===== src/design/meg_pkg.sv =====
// Shared types, constants and the glyph gradient for the escape-time glyph block.
`timescale 1ns / 1ps

package meg_pkg;

    localparam int FRACTION_BITS = 60;
    localparam int LIMIT_CEILING = 100000;

    localparam int COORD_W   = 64;
    localparam int COUNT_W   = 17;
    localparam int GLYPH_W   = 8;
    localparam int PAIR_W    = 2;
    localparam int HALF_W    = COORD_W / 2;
    localparam int PROD_W    = 2 * COORD_W;
    localparam int MID_W     = COORD_W + 1;
    localparam int NPROD     = 3;

    localparam logic [COUNT_W-1:0] LIMIT_RESET = COUNT_W'(100);

    localparam int GLYPH_SPAN = 22;
    localparam int QUOT_W     = 5;
    localparam int DIV_W      = COUNT_W + QUOT_W;
    localparam int DSTEP_W    = 3;

    localparam int Q_DEPTH = 2;
    localparam int Q_PTR_W = (Q_DEPTH > 1) ? $clog2(Q_DEPTH) : 1;
    localparam int Q_CNT_W = $clog2(Q_DEPTH + 1);

    localparam logic [COORD_W-1:0] FIXED_TWO  = COORD_W'(1) << (FRACTION_BITS + 1);
    localparam logic [COORD_W-1:0] FIXED_FOUR = COORD_W'(1) << (FRACTION_BITS + 2);
    localparam logic [COORD_W-1:0] SIGN_MIN   = COORD_W'(1) << (COORD_W - 1);
    localparam logic [COORD_W-1:0] SIGN_MAX   = ~SIGN_MIN;

    localparam logic [GLYPH_W-1:0] GLYPH_SPACE = 8'h20;

    typedef struct packed {
        logic signed [COORD_W-1:0] point_real;
        logic signed [COORD_W-1:0] point_imag;
    } t_point_item;

    typedef struct packed {
        logic [COUNT_W-1:0] escape_count;
        logic [GLYPH_W-1:0] glyph_code;
        logic [PAIR_W-1:0]  tint_index;
        logic               bold_flag;
    } t_result_item;

    typedef struct packed {
        t_point_item        point;
        logic [COUNT_W-1:0] limit;
    } t_job;

    typedef struct packed {
        logic valid;
        t_job job;
    } t_push;

    typedef struct packed {
        logic full;
        logic empty;
    } t_queue_status;

    function automatic logic [GLYPH_W-1:0] glyph_of(input logic [QUOT_W-1:0] idx);
        logic [GLYPH_W-1:0] g;
        case (idx)
            5'd0:    g = " ";
            5'd1:    g = ".";
            5'd2:    g = ",";
            5'd3:    g = ":";
            5'd4:    g = ";";
            5'd5:    g = "i";
            5'd6:    g = "r";
            5'd7:    g = "s";
            5'd8:    g = "X";
            5'd9:    g = "A";
            5'd10:   g = "2";
            5'd11:   g = "5";
            5'd12:   g = "3";
            5'd13:   g = "h";
            5'd14:   g = "M";
            5'd15:   g = "H";
            5'd16:   g = "G";
            5'd17:   g = "S";
            5'd18:   g = "#";
            5'd19:   g = "9";
            5'd20:   g = "B";
            5'd21:   g = "&";
            default: g = "@";
        endcase
        return g;
    endfunction

endpackage


===== src/design/meg_front.sv =====
// Front end: iteration limit register, input acceptance and limit clamping.
`timescale 1ns / 1ps

module meg_front (
    input  logic                         i_clk,
    input  logic                         i_rst_n,
    input  logic                         start,
    output logic                         busy,
    input  meg_pkg::t_point_item         i_point,
    input  logic                         i_cfg_valid,
    output logic                         o_cfg_ready,
    input  logic [meg_pkg::COUNT_W-1:0]  i_cfg_data,
    input  meg_pkg::t_queue_status       i_status,
    output meg_pkg::t_push               o_push
);
    import meg_pkg::*;

    logic [COUNT_W-1:0] r_limit;
    logic [COUNT_W-1:0] n_limit;
    logic [COUNT_W-1:0] eff_limit;

    assign o_cfg_ready = 1'b1;
    assign busy        = i_status.full;

    always_comb begin
        n_limit = r_limit;
        if (i_cfg_valid && o_cfg_ready) begin
            n_limit = i_cfg_data;
        end
    end

    always_comb begin
        if (32'(r_limit) > 32'(LIMIT_CEILING)) begin
            eff_limit = COUNT_W'(LIMIT_CEILING);
        end else begin
            eff_limit = r_limit;
        end
    end

    always_ff @(posedge i_clk) begin
        if (!i_rst_n) begin
            r_limit <= LIMIT_RESET;
        end else begin
            r_limit <= n_limit;
        end
    end

    assign o_push.valid       = start && !busy;
    assign o_push.job.point   = i_point;
    assign o_push.job.limit   = eff_limit;

endmodule


===== config.mk =====
export PLATFORM = sky130hd
export DESIGN_NAME = meg_front
export DESIGN_NICKNAME = d
export VERILOG_FILES = /design/src/design/meg_pkg.sv /design/src/design/meg_front.sv
export SDC_FILE = /design/constraint.sdc
export NUM_CORES = 1
export LEC_CHECK = 0
export BUFFER_PORTS_ARGS = -buffer_cell sky130_fd_sc_hd__buf_2
export CORE_AREA = 2 2 115 117
export CTS_BUF_LIST = sky130_fd_sc_hd__clkbuf_2 sky130_fd_sc_hd__clkbuf_4 sky130_fd_sc_hd__clkbuf_8
export CTS_CLUSTER_SIZE = 25
export DETAILED_ROUTE_END_ITERATION = 12
export DIE_AREA = 0 0 117 119
export SLEW_MARGIN = 5
export SYNTH_ARGS = -nofsm -noshare
export SYNTH_HDL_FRONTEND = slang
export SYNTH_SLANG_ARGS = --single-unit

===== constraint.sdc =====
create_clock -name i_clk -period 1.3 [get_ports i_clk]
set_input_delay 0.065 -clock i_clk [delete_from_list [all_inputs] [get_ports i_clk]]
set_output_delay 0.065 -clock i_clk [all_outputs]
set_load 0.01 [all_outputs]

Word-level counts from Yosys, hierarchy flattened. Cells that the tools add are included.

Magnitude comparators: 1. Multiplexer cells: 1. Reduce and logical (&&, ||, !) cells: 2.

Operators with widths (count): > comparator 17 bit (second input constant) (1); 2-to-1 mux 17 bit (1); logical AND 1 bit (1); zero test 1 bit (1).

Register bits after elaboration: 17. Input bits: 151. Output and inout port bits: 148.

Depth between registers and ports, before layout. Gate-level depths: netlist of the first run.

Depth after elaboration: 2. Depth in mapped cells: 4. Depth with buffers taken out: 3.

Least setup slack after synthesis of the first run. OpenSTA, ideal clock, no wires.

Path type: register -> output. Start: register r_limit[11]. End: output o_push[7] in the netlist's numbering. Arrival time: 1145 ps. Path slack: 90 ps. Cell stages (with the launch flop): 5. Path buffers: 1. Cell sequence: dfxtp_1 > nor4_2 > nor2_1 > buf_6 > or3_1.

RTL lines: start: declaration (RTL line meg_front.sv:18) `logic [COUNT_W-1:0] r_limit;`; start signal: assignment (RTL line meg_front.sv:44) `r_limit <= n_limit;`; end: declaration (RTL line meg_front.sv:14) `output meg_pkg::t_push o_push`.

==> results of run 1 <==
-- worst max-delay path by stage --
stage	start	to	slack, ns	depth (start not counted)
floorplan	r_limit[11]$_SDFFE_PN0P_	o_push[7]	0.09	4
global placement	r_limit[11]$_SDFFE_PN0P_	o_push[5]	-0.16	5
detailed placement	r_limit[11]$_SDFFE_PN0P_	o_push[5]	-0.21	5
CTS	r_limit[14]$_SDFFE_PN0P_	o_push[5]	-0.36	5
global route	r_limit[11]$_SDFFE_PN0P_	o_push[0]	-0.36	5
finish	r_limit[11]$_SDFFE_PN0P_	o_push[5]	-0.28	4
-- power by group through the flow --
stage / Sequential [mW] / Combinational (mW) / Clock, mW
after CTS: 0.575 / 0.243 / 0.449
after detailed placement: 0.586 / 0.228 / 0
after global routing: 0.584 / 0.267 / 0.464
final: 0.579 / 0.242 / 0.427
after global placement: 0.584 / 0.224 / 0
after floorplan: 0.579 / 0.531 / 0
-- per-stage QoR --
step	TNS (ns)	setup WS [ns]	total power, mW	util, %
2_1_floorplan	0	0.0899	1.11	-
3_3_place_gp	-0.223	-0.155	0.808	9.91
3_5_place_dp	-0.402	-0.206	0.814	9.91
4_1_cts	-3.50	-0.358	1.27	10.9
5_1_grt	-3.49	-0.357	1.31	11.0
6_report	-2.51	-0.278	1.25	11.0
-- per-layer routing --
metal  track usage, %  up-vias  wire length [um]
met5                0        -                13
met4             5.66        2               344
met3             3.87       40               699
met2             10.9       88              2360
met1             4.56      406              1210
li1                 -      369                 -
-- critical path, stage by stage, from the launching register on --
cell	delay [ns]
dfxtp_2	0.34
nor4_4	0.33
nor2_4	0.10
or3_4	0.38
buf_6	0.13
-- cell usage in the layout, fill, tap and decap left out, types with 2 or more instances in the layout --
master     n
nor2b_1   15
buf_2     37
buf_6      4
clkbuf_8   3
or2_2      2
buf_4      9
and2_1     3
nor3b_2    6
mux2i_1   17
dfxtp_1   12
nand2_1    4
dfxtp_2    5
-- kinds of logic (layout without fill, tap and decap cells) --
group,after synthesis,count (layout),synth area share (%)
compound gates,2,2,0.562
buf+inv,137,56,57.0
mux,17,17,9.56
simple gates,39,39,13.5
flops,17,17,19.1
other cells,1,1,0.211
-- final cells by class --
| type | count | area (um2) | area share, % |
|---|---|---|---|
| clock buffer | 4 | 48.8 | 3.44 |
| multi-input combinational | 59 | 483 | 34.0 |
| tap | 176 | 220 | 15.5 |
| inverter | 1 | 3.75 | 0.264 |
| sequential | 17 | 347 | 24.4 |
| timing repair buffer | 51 | 318 | 22.4 |
-- what timing repair did --
action / in CTS / in global routing
pin swaps: 9 / 3
endpoints found under the setup margin: 11 / 12
buffers inserted: 2 / 0
resized for setup: 14 / 10
==> impl_results.md, run 1 <==
- Total Routing Usage GR: 6.29%
- Cell Pwr Density: 878 nW/um2
- IO buf count: 40
- RR Endpoint: r_limit[14]$_SDFFE_PN0P_
- CTS clk-pin slew, worst paths: 0.07 ns
- Post-synth top area share: 55.3%
- Setup violators final: 11
- First DRT Iteration DRCs: 16
- Post-Syn Instances: 213
- Layout Cell Area excl Fill: 1420 um2
- Max FFs per register: 17
- Peak supply drop: 0.000264 V
- Antenna viol nets, final: 0
- Reg2reg path depth: 3
- H-tree depth: 1
- Failing checks: setup timing
- Via density: 2.94
- DIE HEIGHT: 119 um
- Sw Share: 25.6%
- Distinct cells, synth: 21
- Crit start category: flip-flop
- Largest net degree at the start of global routing: 18
- Tmin final: 1.58 ns
- Drt total wl: 4620 um
- #FFs+latches synth: 17
- Inserted Diodes: 0
- Initial Util: 13.8%
- Slew Viols, Final: 0
- Post-placement cell area: 1280 um2
- Post-synth EDFFs: 0
- Bufs on Longest Clock Path: 2
- Max FO, Critical Path: 6
- Clk Latency, worst-skew pair: 0.25 ns
- Core Area: 12900 um2
- Hold path depth: 3
- Hold Crit Endpoint: r_limit[5]$_SDFFE_PN1P_
- Area growth, synth to finish: -20.2%
- Die area: 13900 um2
- Worst hold path class: in -> reg
- P_int: 0.928 mW
- Total gr overflow: 0
- DRC viols: 0
- Main synth FF type: dfxtp_1
- Ports: 299
- Net switching power: 0.320 mW
- CP Capture Type: output pin
- Number of global-route vias before repair: 1016
- Seq/Total Area, Yosys: 19.1%
- Total number of yosys warnings: 0
- Sequential Power Share: 46.4%
- Syn_area_per_cell: 8.35 um2
- Clock Sinks: 17
- Largest area contributor in the netlist: buf_4
- Die width: 117 um
- TritonCTS clock tree: done
- Critical Path AT: 1.51 ns
- Biggest registers after layout: r_limit (17)
- R2R setup slack: 0.51 ns
- Status: finished, violations left
- Total CTS buffers: 3
- Fraction of registers with async set/reset: 0%
- Drt wl/cell: 15.0 um
- CTS Root Cell: clkbuf_8
- Routability cong.: 0.686
- Setup ws final: -0.278 ns
- Hpwl dp: 3940 um
- Crit share post-route: 121%
- First-pass GRT wire length: 6350 um
- CTS Hold Bufs: 0
- Skew final: 0 ns
- Reg2reg start: r_limit[14]$_SDFFE_PN0P_
- Synth Cell Area: 1780 um2
- Ratio of cells with drive above 1 in the final layout: 56.8%
- Final hold slack: 0.0306 ns
- Placed cells: 303
- WS Path Type: reg -> out
- Register bank with the most flops: r_limit
- Unrepaired setup endpoints after global routing: true
- Static Leakage: 0.626 nW
- Main area contributors after synthesis: buf_4, dfxtp_1, mux2i_1, nor2b_1, nor3b_1
- First-pass iteration count of the detailed router: 2
- Req. time, crit path: 1.24 ns
- Fill cells: 1491
- Initial antenna violation count: 1
- Hold path start: i_cfg_data[5]
- Final Hold Fails: 0
- Post-synth top cells: buf_4, dfxtp_1, mux2i_1
- Power share of the clock group: 34.2%
- Most common cell in the netlist: buf_4
- Comb power frac: 19.4%
- Max Cap Viol: 0
- Vias: 905
- Syn_nets: 364
- Max frequency: 634 MHz
- Num rows: 42
- Final layout net count: 284
- Non-filler instance count after layout: 308
Note: power is estimated with default switching activity, not from simulation.
==> inputs of run 2 (changes only) <==
--- a/config.mk
+++ b/config.mk
@@ -11,6 +11,7 @@
 export CTS_CLUSTER_SIZE = 25
 export DETAILED_ROUTE_END_ITERATION = 12
 export DIE_AREA = 0 0 117 119
+export MAX_ROUTING_LAYER = met4
 export SLEW_MARGIN = 5
 export SYNTH_ARGS = -nofsm -noshare
 export SYNTH_HDL_FRONTEND = slang
==> run 2 against run 1 <==
  * The run still ends with setup timing left
  * Cell area increased by 0.18%
  * Setup slack about the same
  * Core utilization about the same
  * Register-to-register slack about the same
  * Highest routed layer is now met4
==> impl_results.md, run 2 (synthesized netlist as in run 1, its figures left out) <==
- Skew final: 0 ns
- Number of global-route vias before repair: 1028
- Total gr overflow: 0
- Max frequency: 634 MHz
- Clock Sinks: 17
- Status: finished, violations left
- RR Endpoint: r_limit[14]$_SDFFE_PN0P_
- Drt wl/cell: 15.0 um
- Final layout net count: 284
- Placed cells: 303
- DIE HEIGHT: 119 um
- Peak supply drop: 0.000264 V
- Commonest non-fill, non-tap cell in the layout: buf_2
- Fill cells: 1490
- Max FFs per register: 17
- Crit start category: flip-flop
- Antenna viol nets, final: 0
- CTS Root Cell: clkbuf_8
- First DRT Iteration DRCs: 26
- Hold path depth: 3
- Register Area: 347 um2
- Static Leakage: 0.626 nW
- Overall power: 1.25 mW
- Via density: 2.93
- Reg2reg start: r_limit[14]$_SDFFE_PN0P_
- Failing checks: setup timing
- Sw Share: 25.6%
- CTS clk-pin slew, worst paths: 0.07 ns
- Unrepaired setup endpoints after global routing: true
- CTS Hold Bufs: 0
- Max FO, Critical Path: 6
- Routability cong.: 0.694
- Critical Path AT: 1.51 ns
- Setup TNS: -2.50 ns
- CP Capture Type: output pin
- Initial Util: 13.8%
- Ports: 299
- Die width: 117 um
- Cell Pwr Density: 877 nW/um2
- TritonCTS clock tree: done
- Hpwl dp: 3940 um
- Num rows: 42
- Drt total wl: 4620 um
- Final Hold Fails: 0
- Non-filler instance count after layout: 309
- Reg2reg path depth: 3
- Area growth, synth to finish: -20.0%
- Power share of the clock group: 34.2%
- Die area: 13900 um2
- Total Routing Usage GR: 6.47%
- Tmin final: 1.58 ns
- Sequential Power Share: 46.4%
- Setup violators final: 11
- IO buf count: 40
- Dpl ws: -0.206 ns
- Most frequent cells in the layout: buf_2, mux2i_1, nor2b_1, dfxtp_1, buf_4
- Biggest registers after layout: r_limit (17)
- Setup ws final: -0.278 ns
- H-tree depth: 1
- Vias: 904
- Total CTS buffers: 3
- Area occupied by multi-input gates: 483 um2
- Largest net degree at the start of global routing: 18
- Register bank with the most flops: r_limit
- Initial antenna violation count: 1
- Req. time, crit path: 1.24 ns
- DRC viols: 0
- Slew Viols, Final: 0
- Core Area: 12900 um2
- Bufs on Longest Clock Path: 2
- Worst hold path class: in -> reg
- Net switching power: 0.320 mW
- P_int: 0.928 mW
- Hold path start: i_cfg_data[5]
- Final Util: 11.0%
- First-pass iteration count of the detailed router: 2
- R2R setup slack: 0.51 ns
- First-pass GRT wire length: 6320 um
- Clk Latency, worst-skew pair: 0.25 ns
- Max Cap Viol: 0
- Crit share post-route: 121%
- Hold Crit Endpoint: r_limit[5]$_SDFFE_PN1P_
- WS Path Type: reg -> out
- Ratio of cells with drive above 1 in the final layout: 56.8%
- Comb power frac: 19.4%
## run 2: layout make-up
class                   count  share of cell area [%]
repair buffers             51                    22.3
multi-input cells          59                    33.9
inverters                   1                   0.264
diodes                      1                   0.176
well taps                 176                    15.5
clock buffers               4                    3.43
flip-flops and latches     17                    24.4
## run 2: worst max-delay path by stage
stage / endpoint / start / cells past startpoint / slack (ns)
after floorplan: o_push[7] / r_limit[11]$_SDFFE_PN0P_ / 4 / 0.09
after global placement: o_push[5] / r_limit[11]$_SDFFE_PN0P_ / 5 / -0.16
after detailed placement: o_push[5] / r_limit[11]$_SDFFE_PN0P_ / 5 / -0.21
after CTS: o_push[5] / r_limit[14]$_SDFFE_PN0P_ / 5 / -0.36
after global routing: o_push[0] / r_limit[11]$_SDFFE_PN0P_ / 5 / -0.36
final: o_push[5] / r_limit[11]$_SDFFE_PN0P_ / 4 / -0.28
## run 2: worst max-delay path, stage by stage (launching register included)
cell and delay (ns):
dfxtp_2 0.34, nor4_4 0.33, nor2_4 0.10, or3_4 0.38
buf_6 0.13
## run 2: per-stage QoR
stage                     hold slack (ns)  cell area, um2
after floorplan                     0.176            1780
after global placement              0.130            1280
after detailed placement            0.130            1280
after CTS                          0.0255            1400
after global routing               0.0411            1420
final                              0.0305            1420
## run 2: repair_timing
action                     4_1_cts  5_1_grt
resized for setup               14       10
cloned                           0        0
setup endpoints to repair       11       12
pin swaps                        9        3
buffers inserted                 2        0
## run 2: layer usage
| metal | GRT usage, % | part of all wire [%] |
|---|---|---|
| met3 | 3.36 | 14 |
| met4 | 5.66 | 7.4 |
| met5 | - | 0 |
| met2 | 10.9 | 51 |
| met1 | 4.90 | 28 |
## run 2: power by group through the flow
stage	logic [mW]	registers, mW	clock network (mW)
finish	0.242	0.579	0.426
global route	0.267	0.584	0.464
CTS	0.243	0.575	0.449
detailed placement	0.228	0.586	0
global placement	0.224	0.584	0
floorplan	0.531	0.579	0
