File: config.mk
export PLATFORM = sky130hd
export DESIGN_NAME = meg_fifo
export DESIGN_NICKNAME = d
export VERILOG_FILES = /design/src/design/meg_pkg.sv /design/src/design/meg_fifo.sv
export SDC_FILE = /design/constraint.sdc
export NUM_CORES = 1
export LEC_CHECK = 0
export BUFFER_PORTS_ARGS = -buffer_cell sky130_fd_sc_hd__buf_4
export CAP_MARGIN = 10
export CORE_UTILIZATION = 48
export CTS_CLUSTER_SIZE = 30
export DETAILED_ROUTE_END_ITERATION = 10
export GPL_TIMING_DRIVEN = 0
export PLACE_DENSITY = 0.72
export SETUP_SLACK_MARGIN = 0.02
export SYNTH_ARGS = -nofsm -noshare
export SYNTH_HDL_FRONTEND = slang
export SYNTH_SLANG_ARGS = --single-unit
File: constraint.sdc
create_clock -name i_clk -period 9.9 [get_ports i_clk]
set_clock_uncertainty 0.05 [all_clocks]
set_input_delay 1.98 -clock i_clk [delete_from_list [all_inputs] [get_ports i_clk]]
set_output_delay 1.98 -clock i_clk [all_outputs]
set_load 0.02 [all_outputs]
File: src/design/meg_pkg.sv
// Shared types, constants and the glyph gradient for the escape-time glyph block.
`timescale 1ns / 1ps

package meg_pkg;

    localparam int FRACTION_BITS = 60;
    localparam int LIMIT_CEILING = 100000;

    localparam int COORD_W   = 64;
    localparam int COUNT_W   = 17;
    localparam int GLYPH_W   = 8;
    localparam int PAIR_W    = 2;
    localparam int HALF_W    = COORD_W / 2;
    localparam int PROD_W    = 2 * COORD_W;
    localparam int MID_W     = COORD_W + 1;
    localparam int NPROD     = 3;

    localparam logic [COUNT_W-1:0] LIMIT_RESET = COUNT_W'(100);

    localparam int GLYPH_SPAN = 22;
    localparam int QUOT_W     = 5;
    localparam int DIV_W      = COUNT_W + QUOT_W;
    localparam int DSTEP_W    = 3;

    localparam int Q_DEPTH = 2;
    localparam int Q_PTR_W = (Q_DEPTH > 1) ? $clog2(Q_DEPTH) : 1;
    localparam int Q_CNT_W = $clog2(Q_DEPTH + 1);

    localparam logic [COORD_W-1:0] FIXED_TWO  = COORD_W'(1) << (FRACTION_BITS + 1);
    localparam logic [COORD_W-1:0] FIXED_FOUR = COORD_W'(1) << (FRACTION_BITS + 2);
    localparam logic [COORD_W-1:0] SIGN_MIN   = COORD_W'(1) << (COORD_W - 1);
    localparam logic [COORD_W-1:0] SIGN_MAX   = ~SIGN_MIN;

    localparam logic [GLYPH_W-1:0] GLYPH_SPACE = 8'h20;

    typedef struct packed {
        logic signed [COORD_W-1:0] point_real;
        logic signed [COORD_W-1:0] point_imag;
    } t_point_item;

    typedef struct packed {
        logic [COUNT_W-1:0] escape_count;
        logic [GLYPH_W-1:0] glyph_code;
        logic [PAIR_W-1:0]  tint_index;
        logic               bold_flag;
    } t_result_item;

    typedef struct packed {
        t_point_item        point;
        logic [COUNT_W-1:0] limit;
    } t_job;

    typedef struct packed {
        logic valid;
        t_job job;
    } t_push;

    typedef struct packed {
        logic full;
        logic empty;
    } t_queue_status;

    function automatic logic [GLYPH_W-1:0] glyph_of(input logic [QUOT_W-1:0] idx);
        logic [GLYPH_W-1:0] g;
        case (idx)
            5'd0:    g = " ";
            5'd1:    g = ".";
            5'd2:    g = ",";
            5'd3:    g = ":";
            5'd4:    g = ";";
            5'd5:    g = "i";
            5'd6:    g = "r";
            5'd7:    g = "s";
            5'd8:    g = "X";
            5'd9:    g = "A";
            5'd10:   g = "2";
            5'd11:   g = "5";
            5'd12:   g = "3";
            5'd13:   g = "h";
            5'd14:   g = "M";
            5'd15:   g = "H";
            5'd16:   g = "G";
            5'd17:   g = "S";
            5'd18:   g = "#";
            5'd19:   g = "9";
            5'd20:   g = "B";
            5'd21:   g = "&";
            default: g = "@";
        endcase
        return g;
    endfunction

endpackage

File: src/design/meg_fifo.sv
// Short job queue between the front end and the iteration core.
`timescale 1ns / 1ps

module meg_fifo (
    input  logic                   i_clk,
    input  logic                   i_rst_n,
    input  meg_pkg::t_push         i_push,
    input  logic                   i_pop,
    output meg_pkg::t_queue_status o_status,
    output meg_pkg::t_job          o_head
);
    import meg_pkg::*;

    t_job               r_mem [Q_DEPTH];
    logic [Q_PTR_W-1:0] r_wr_ptr;
    logic [Q_PTR_W-1:0] r_rd_ptr;
    logic [Q_CNT_W-1:0] r_fill;
    logic [Q_PTR_W-1:0] n_wr_ptr;
    logic [Q_PTR_W-1:0] n_rd_ptr;
    logic [Q_CNT_W-1:0] n_fill;
    logic               do_push;
    logic               do_pop;

    assign o_status.full  = (r_fill == Q_CNT_W'(Q_DEPTH));
    assign o_status.empty = (r_fill == '0);
    assign o_head         = r_mem[r_rd_ptr];

    assign do_push = i_push.valid && !o_status.full;
    assign do_pop  = i_pop && !o_status.empty;

    always_comb begin
        n_wr_ptr = r_wr_ptr;
        n_rd_ptr = r_rd_ptr;
        n_fill   = r_fill;
        if (do_push) begin
            n_wr_ptr = (r_wr_ptr == Q_PTR_W'(Q_DEPTH - 1)) ? '0 : r_wr_ptr + 1'b1;
        end
        if (do_pop) begin
            n_rd_ptr = (r_rd_ptr == Q_PTR_W'(Q_DEPTH - 1)) ? '0 : r_rd_ptr + 1'b1;
        end
        if (do_push && !do_pop) begin
            n_fill = r_fill + 1'b1;
        end else if (do_pop && !do_push) begin
            n_fill = r_fill - 1'b1;
        end
    end

    always_ff @(posedge i_clk) begin
        if (!i_rst_n) begin
            r_wr_ptr <= '0;
            r_rd_ptr <= '0;
            r_fill   <= '0;
        end else begin
            r_wr_ptr <= n_wr_ptr;
            r_rd_ptr <= n_rd_ptr;
            r_fill   <= n_fill;
        end
    end

    always_ff @(posedge i_clk) begin
        if (do_push) begin
            r_mem[r_wr_ptr] <= i_push.job;
        end
    end

endmodule

Word level (Yosys, flattened, before mapping). Memories as Yosys holds them, arrays and structs flattened. A register that Yosys moved wholly into a read port is not among the register bits. Cells that the tools add are included.

ROM bits: 0. Word-level logic and storage cells: 27. Bits in writable memories: 290. Register bits after elaboration: 4. Output and inout bits: 147. Input port bits: 149. Memories kept: 1. Bits in latches: 0.

Memories: r_mem (words 2, width 145, read ports 1, clocked after memory_dff 1, write ports 1, RTL line meg_fifo.sv:14) `t_job r_mem [Q_DEPTH];`.

Reduce and logical (&&, ||, !) cells: 10. Equality and inequality tests: 1. Add/sub/neg operators: 4. Multipliers: 0. Shifts and indexed selects: 0. Magnitude comparators: 0. Divide/modulo/power cells: 0. Mux-type cells: 8. Bitwise logic cells: 0.

Operators by type and width (number): 2-to-1 mux 1 bit (6); logical AND 1 bit (4); zero test 1 bit (4); 2-to-1 mux 2 bit (2); adder 1 bit (second input constant) (2); adder 2 x 1 -> 2 bit (second input constant) (1); == test 2 bit (second input constant) (1); zero test 2 bit (1); nonzero test 2 bit (1); subtractor 2 x 1 -> 2 bit (second input constant) (1).

Logic depth before layout (Yosys ltp). Gate-level depths: netlist of run 1.

Word-level depth: 7. Gate-level depth with buffers: 7. Depth with buffers taken out: 7.

Worst setup path before layout of run 1. Ideal clock, no wire load.

Kind: input port to flip-flop. Start point: input i_push[145] in the netlist's numbering. End point: memory r_mem[0][0] in the netlist's numbering (enable). Library setup time: 0.625 ns. Stages on the path: 2. Path slack: 1.587 ns. Arrival time: 7.638 ns. Required time: 9.225 ns. Path buffers: 0. Path through: inv_1 > nor3_2.

Cells in the longest elaborated chain, start to end: 3.

RTL lines: start: declaration (RTL line meg_fifo.sv:7) `input meg_pkg::t_push i_push,`; logical AND 1 bit (RTL line meg_fifo.sv:28) `assign do_push = i_push.valid && !o_status.full;`; 2-to-1 mux 1 bit (RTL line meg_fifo.sv:61) `if (do_push) begin`; 2-to-1 mux 1 bit (implied by the code) (RTL line meg_fifo.sv:62) `r_mem[r_wr_ptr] <= i_push.job;`; end: declaration (RTL line meg_fifo.sv:14).

No other way between the ends.

==> flow_summary.ini, run 1 <==
[power_and_ir_drop]
peakVddDrop_mv = 0.1645
p_per_area_nw_per_um2 = 268.2
cellLeakagePower_nw = 5.610

[synth]
ys_types = 21
synth_fp_nets = 626
ys_seq_area_frac = 0.8091
yosysWarnings = 0
avgSynthCellArea_um2 = 22.87
syn_inst = 476
synth_area_leaders = edfxtp_1 80%, mux2_2 9.8%, mux2_4 6.9%
synth.cell_area_um2 = 10890
synth_top_area_share = 0.7999
ys_ff_latch = 295
synth_area_leader_cell = edfxtp_1

[placed_design]
gp_congestion = 0.7504
place_hpwl_mm = 14.97
dp_slack_ns = 6.135
numPortBuffers = 295
dp_cells = 1061

[floorplanning]
pin_count = 296
initial_utilization = 0.4943
fp.dieH_um = 152.6
row_count = 54
coreArea_um2 = 22030
dieArea_um2 = 23290
die_w_um = 152.6

[worst_hold_path]
min_path_cells = 2
hold_end = r_fill[1]
min-delay-start = r_fill[1]
hp-class = flop to flop

[finish]
area_growth_syn_to_layout_pct = 35.09
final_common_cell = buf_4
nets = 964
fin_cells = 1118
drive_gt1_frac = 0.6062
layout_common_cells = 295 x buf_4, 290 x edfxtp_1, 95 x mux2_2
antenna_cells = 0

[route]
drt-met1-wl_mm = 8.018
dr.max_layer_used = met4
drtAntennaViolNets = 0
routed_wl_mm = 21.58
vias = 5584
met3_length_mm = 2.230
drtIter0Drc = 272
detail_route.vias_per_cell = 4.995
drc = 23
met2RoutedLength_mm = 10.73
wl_per_cell_um = 19.30
first_pass_iters = 8

[timing]
setup_viol = 0
setup_slack_ns = 5.946
setup_tns_ns = 0
fin_crit_ns = 3.954
hold_viol = 0
clock.fmax_mhz = 252.9
maxSlewViolCount = 0
rsz0062_at_grt = no
period_share = 0.3994
relSlewSlack = 0.5064
worst_slew_pin_slew_ns = 0.7379

[grt]
grt_pass1_wl_mm = 33.16
grt_util_all_layers = 0.1846
grt_max_degree = 58
grt_overflow_total = 0
grt_pass1_vias = 6077
antenna_found_initial = 0

[setup_path]
r2r_end = r_mem[0][61]
cp_num_buf_inv = 4
timing.rr.start = r_fill[0]
critical_path.slowest_cell = dfxtp_1
worstSetupPathType = flop to output pin
critPathMaxStageDelay_ns = 0.32
start_kind = flop
cp-end-kind = output pin
required_ns = 7.87
critical_path.most_common_cell = buf_6
critPathTopFamily = buffers and inverters
rr_worst_depth = 6
path_max_fanout = 10
path_cells = buf_6 -> buf_6 -> buf_6 -> mux2_4 -> buf_4
cp_data_arrival_time_ns = 1.92
r2r_slack_ns = 7.63

[clock_tree]
cts_tree = done
clkSinkCount = 295
cts_resized = 0
cts-root-buf = clkbuf_16
clk_pin_slew_ns = 0.06
numCtsBuffers = 31
clock_latency_ns = 0.55
cts_hold_buf = 0
cts_setup_buffers = 0
h-tree-depth = 1
clock_path_buffers = 3

[outcome]
status = finished with violations
violations = design-rule violations

[flow_run]
cap_viol_max_count = 0
-- stage by stage --
stage	util	total power (W)	hold WS, ns	area, um2
finish	0.6677	0.003944	0.4868	14710
CTS	0.6677	0.003992	0.4857	14710
floorplan	-	0.002393	0.4333	10890
global route	0.6677	0.004100	0.5101	14710
global placement	0.6107	0.002853	0.4548	13450
detailed placement	0.6237	0.002896	0.4763	13740
-- power breakdown --
group / internal (W) / switching [W]
Clock: 0.000644 / 0.000441
Combinational: 0.000607 / 0.000644
Sequential: 0.00157 / 0.0000399
Total: 0.00282 / 0.00113
-- flip-flops by register name, summed over array words and instances, names as in the netlist, named ones only --
register,flops
r_mem,290
r_wr_ptr,1
r_rd_ptr,1
r_fill,2
-- metal layers --
layer | GRT usage | up-vias
li1 | - | 2580
met1 | 0.2204 | 2712
met2 | 0.3148 | 244
met3 | 0.06086 | 48
met4 | 0.06301 | 0
met5 | 0 | -
-- cells by family after synthesis --
family          after synthesis  share of synthesized area
flops                       295                     0.8091
mux                         145                     0.1672
buf+inv                      18                    0.01207
simple gates                  9                   0.005058
compound gates                5                   0.002988
xor+xnor                      3                   0.002414
fa+ha+maj                     1                   0.001149
-- final cells by class --
class	instances	area [um2]
timing repair buffer	305	2490
fill	1441	7320
tap	280	350.3
multi-input combinational	163	1958
clock inverter	9	68.82
sequential	295	8808
buffer	16	123.9
clock buffer	48	899.6
inverter	2	7.507
-- worst min-delay path: stages, from the launching register on --
cell      delay, ns
dfxtp_1        0.34
o21ai_0        0.09
a21boi_1       0.07
-- cells in the mapped netlist --
library cell / count
edfxtp_1: 290
a21boi_1: 1
a21boi_0: 1
nor3_2: 1
dfxtp_1: 5
o21ai_1: 1
nand2b_1: 1
and3_1: 1
buf_6: 7
ha_1: 1
inv_1: 2
or3_1: 1
buf_2: 9
mux2_2: 95
and2_1: 3
xor2_1: 1
mux2_4: 50
o21ai_0: 1
xnor2_1: 2
nor2_1: 2
o21a_1: 1
-- worst max-delay path by stage --
stage                     start           end  cells after the start
floorplan           i_push[145]   r_mem[0][0]                      2
global placement    i_push[145]  r_mem[0][75]                      3
detailed placement  i_push[145]  r_mem[0][62]                      6
CTS                        flop    o_head[88]                      5
global route               flop    o_head[88]                      5
finish                     flop    o_head[88]                      5
Power figures use the tool's default switching activity.
==> run 2, diff against run 1 <==
==> constraint.sdc (replaced) <==
create_clock -name i_clk -period 4.09 [get_ports i_clk]
set_clock_uncertainty 0.05 [all_clocks]
set_input_delay 0.818 -clock i_clk [delete_from_list [all_inputs] [get_ports i_clk]]
set_output_delay 0.818 -clock i_clk [all_outputs]
set_load 0.02 [all_outputs]
==> run 2 against run 1 <==
The run still ends with design-rule violations left. Sequential power up 140%. Sequential share of layout area up 0.18 points. First-iteration DRC count up 7.0%. Highest routed layer unchanged.
==> flow_summary.ini, run 2 (synthesis gave the netlist of run 1 again) <==
[grt]
grt_max_degree = 65
antenna_found_initial = 0
grt_pass1_vias = 6012
grt_overflow_total = 0
grt_pass1_wl_mm = 33.29
grt_util_all_layers = 0.1862

[worst_hold_path]
min-delay-start = i_push[132]
min_path_cells = 1
hold_end = r_mem[0][132]
hp-class = input pin to flop

[clock_tree]
h-tree-depth = 1
clk_pin_slew_ns = 0.06
clock_path_buffers = 3
cts_resized = 0
cts_hold_buf = 0
cts_setup_buffers = 0
numCtsBuffers = 29
clock_latency_ns = 0.53
cts_tree = done
cts-root-buf = clkbuf_16
clkSinkCount = 295

[timing]
clock.fmax_mhz = 361.7
worst_slew_pin_slew_ns = 0.9403
setup_tns_ns = 0
setup_viol = 0
maxSlewViolCount = 0
period_share = 0.6760
rsz0062_at_grt = no
hold_viol = 0
fin_crit_ns = 2.765
relSlewSlack = 0.3711

[route]
drtIter0Drc = 291
drc = 23
wl_per_cell_um = 19.50
first_pass_iters = 8
routed_wl_mm = 21.67
detail_route.vias_per_cell = 4.977
drtAntennaViolNets = 0
vias = 5529

[finish]
final_common_cell = buf_4
fillCellCount = 1464
area_growth_syn_to_layout_pct = 34.67
drive_gt1_frac = 0.6113
nets = 962
antenna_cells = 0
largest_register_ffs = 290
reg.largest.list = r_mem: 290 flops, r_fill: 2 flops
top_register = r_mem
layout_common_cells = 295 x buf_4, 290 x edfxtp_1, 95 x mux2_2

[outcome]
status = finished with violations
violations = design-rule violations

[setup_path]
required_ns = 3.22
worstSetupPathType = flop to output pin
timing.rr.start = r_fill[0]
cp-end-kind = output pin
r2r_slack_ns = 1.53
rr_worst_depth = 7
cp_data_arrival_time_ns = 1.90
start_kind = flop
r2r_end = r_mem[0][101]
path_max_fanout = 10

[floorplanning]
die_w_um = 152.6
coreArea_um2 = 22030
initial_utilization = 0.4943
row_count = 54
dieArea_um2 = 23290
pin_count = 296
fp.dieH_um = 152.6

[power_and_ir_drop]
p_per_area_nw_per_um2 = 648.7
peakVddDrop_mv = 0.4544
finalPower_w = 0.009511
cellLeakagePower_nw = 5.590

[placed_design]
numPortBuffers = 295
gp_congestion = 0.7032
place_hpwl_mm = 15.04

[flow_run]
cap_viol_max_count = 0
run 2: changes by cell type in the layout (fill, tap and decap cells not counted):
cell / previous run / this run
clkbuf_8: 6 / 0
clkinv_4: 0 / 1
inv_12: 0 / 1
buf_8: 0 / 1
inv_6: 1 / 0
clkbuf_1: 11 / 5
bufinv_16: 1 / 4
clkbuf_16: 31 / 29
buf_16: 10 / 9
inv_1: 2 / 1
clkinv_2: 0 / 4
run 2: metrics by stage:
step	hold WS [ns]	area, um2	utilization	std cells	worst slack [ns]
2_1_floorplan	0.4333	10910	-	476	-0.7196
5_1_grt	0.3915	14660	0.6656	1111	1.235
4_1_cts	0.3955	14660	0.6656	1111	1.267
6_report	0.4150	14660	0.6656	1111	1.325
3_3_place_gp	0.4470	13470	0.6116	1051	-2.388
3_5_place_dp	0.5017	13740	0.6237	1061	1.172
run 2: layout make-up:
| type | count | area, um2 | share of cell area |
|---|---|---|---|
| Inverter | 2 | 20.02 | 0.001365 |
| Tap cell | 280 | 350.3 | 0.02389 |
| Timing Repair Buffer | 305 | 2477 | 0.1690 |
| Buffer | 16 | 123.9 | 0.008449 |
| Clock inverter | 16 | 178.9 | 0.01220 |
| Multi-Input combinational cell | 163 | 1958 | 0.1336 |
| Clock buffer | 34 | 744.5 | 0.05078 |
| Sequential cell | 295 | 8808 | 0.6008 |
run 2: metal layers:
metal | share of wire | vias to the layer above | track usage
li1 | - | 2565 | -
met1 | 0.36 | 2667 | 0.2137
met2 | 0.51 | 260 | 0.3268
met3 | 0.11 | 37 | 0.06968
met4 | 0.023 | 0 | 0.05002
met5 | 0 | - | 0
run 2: worst max path at each step:
stage,to,cells past startpoint
after floorplan,r_mem[0][0],2
after global placement,r_mem[0][64],3
after detailed placement,r_mem[0][99],7
after CTS,o_head[91],5
after global routing,o_head[91],5
final,o_head[102],5
run 2: critical path, stage by stage (launching register included):
cell and delay (ns):
dfxtp_1 0.32, buf_6 0.15, buf_6 0.20, buf_6 0.20, mux2_4 0.33, buf_4 0.16
run 2: power breakdown:
part	internal (W)	total, W	switching [W]
combinational	0.00146	0.00304	0.00157
clock	0.00154	0.00258	0.00104
sequential	0.00379	0.00389	0.0000986
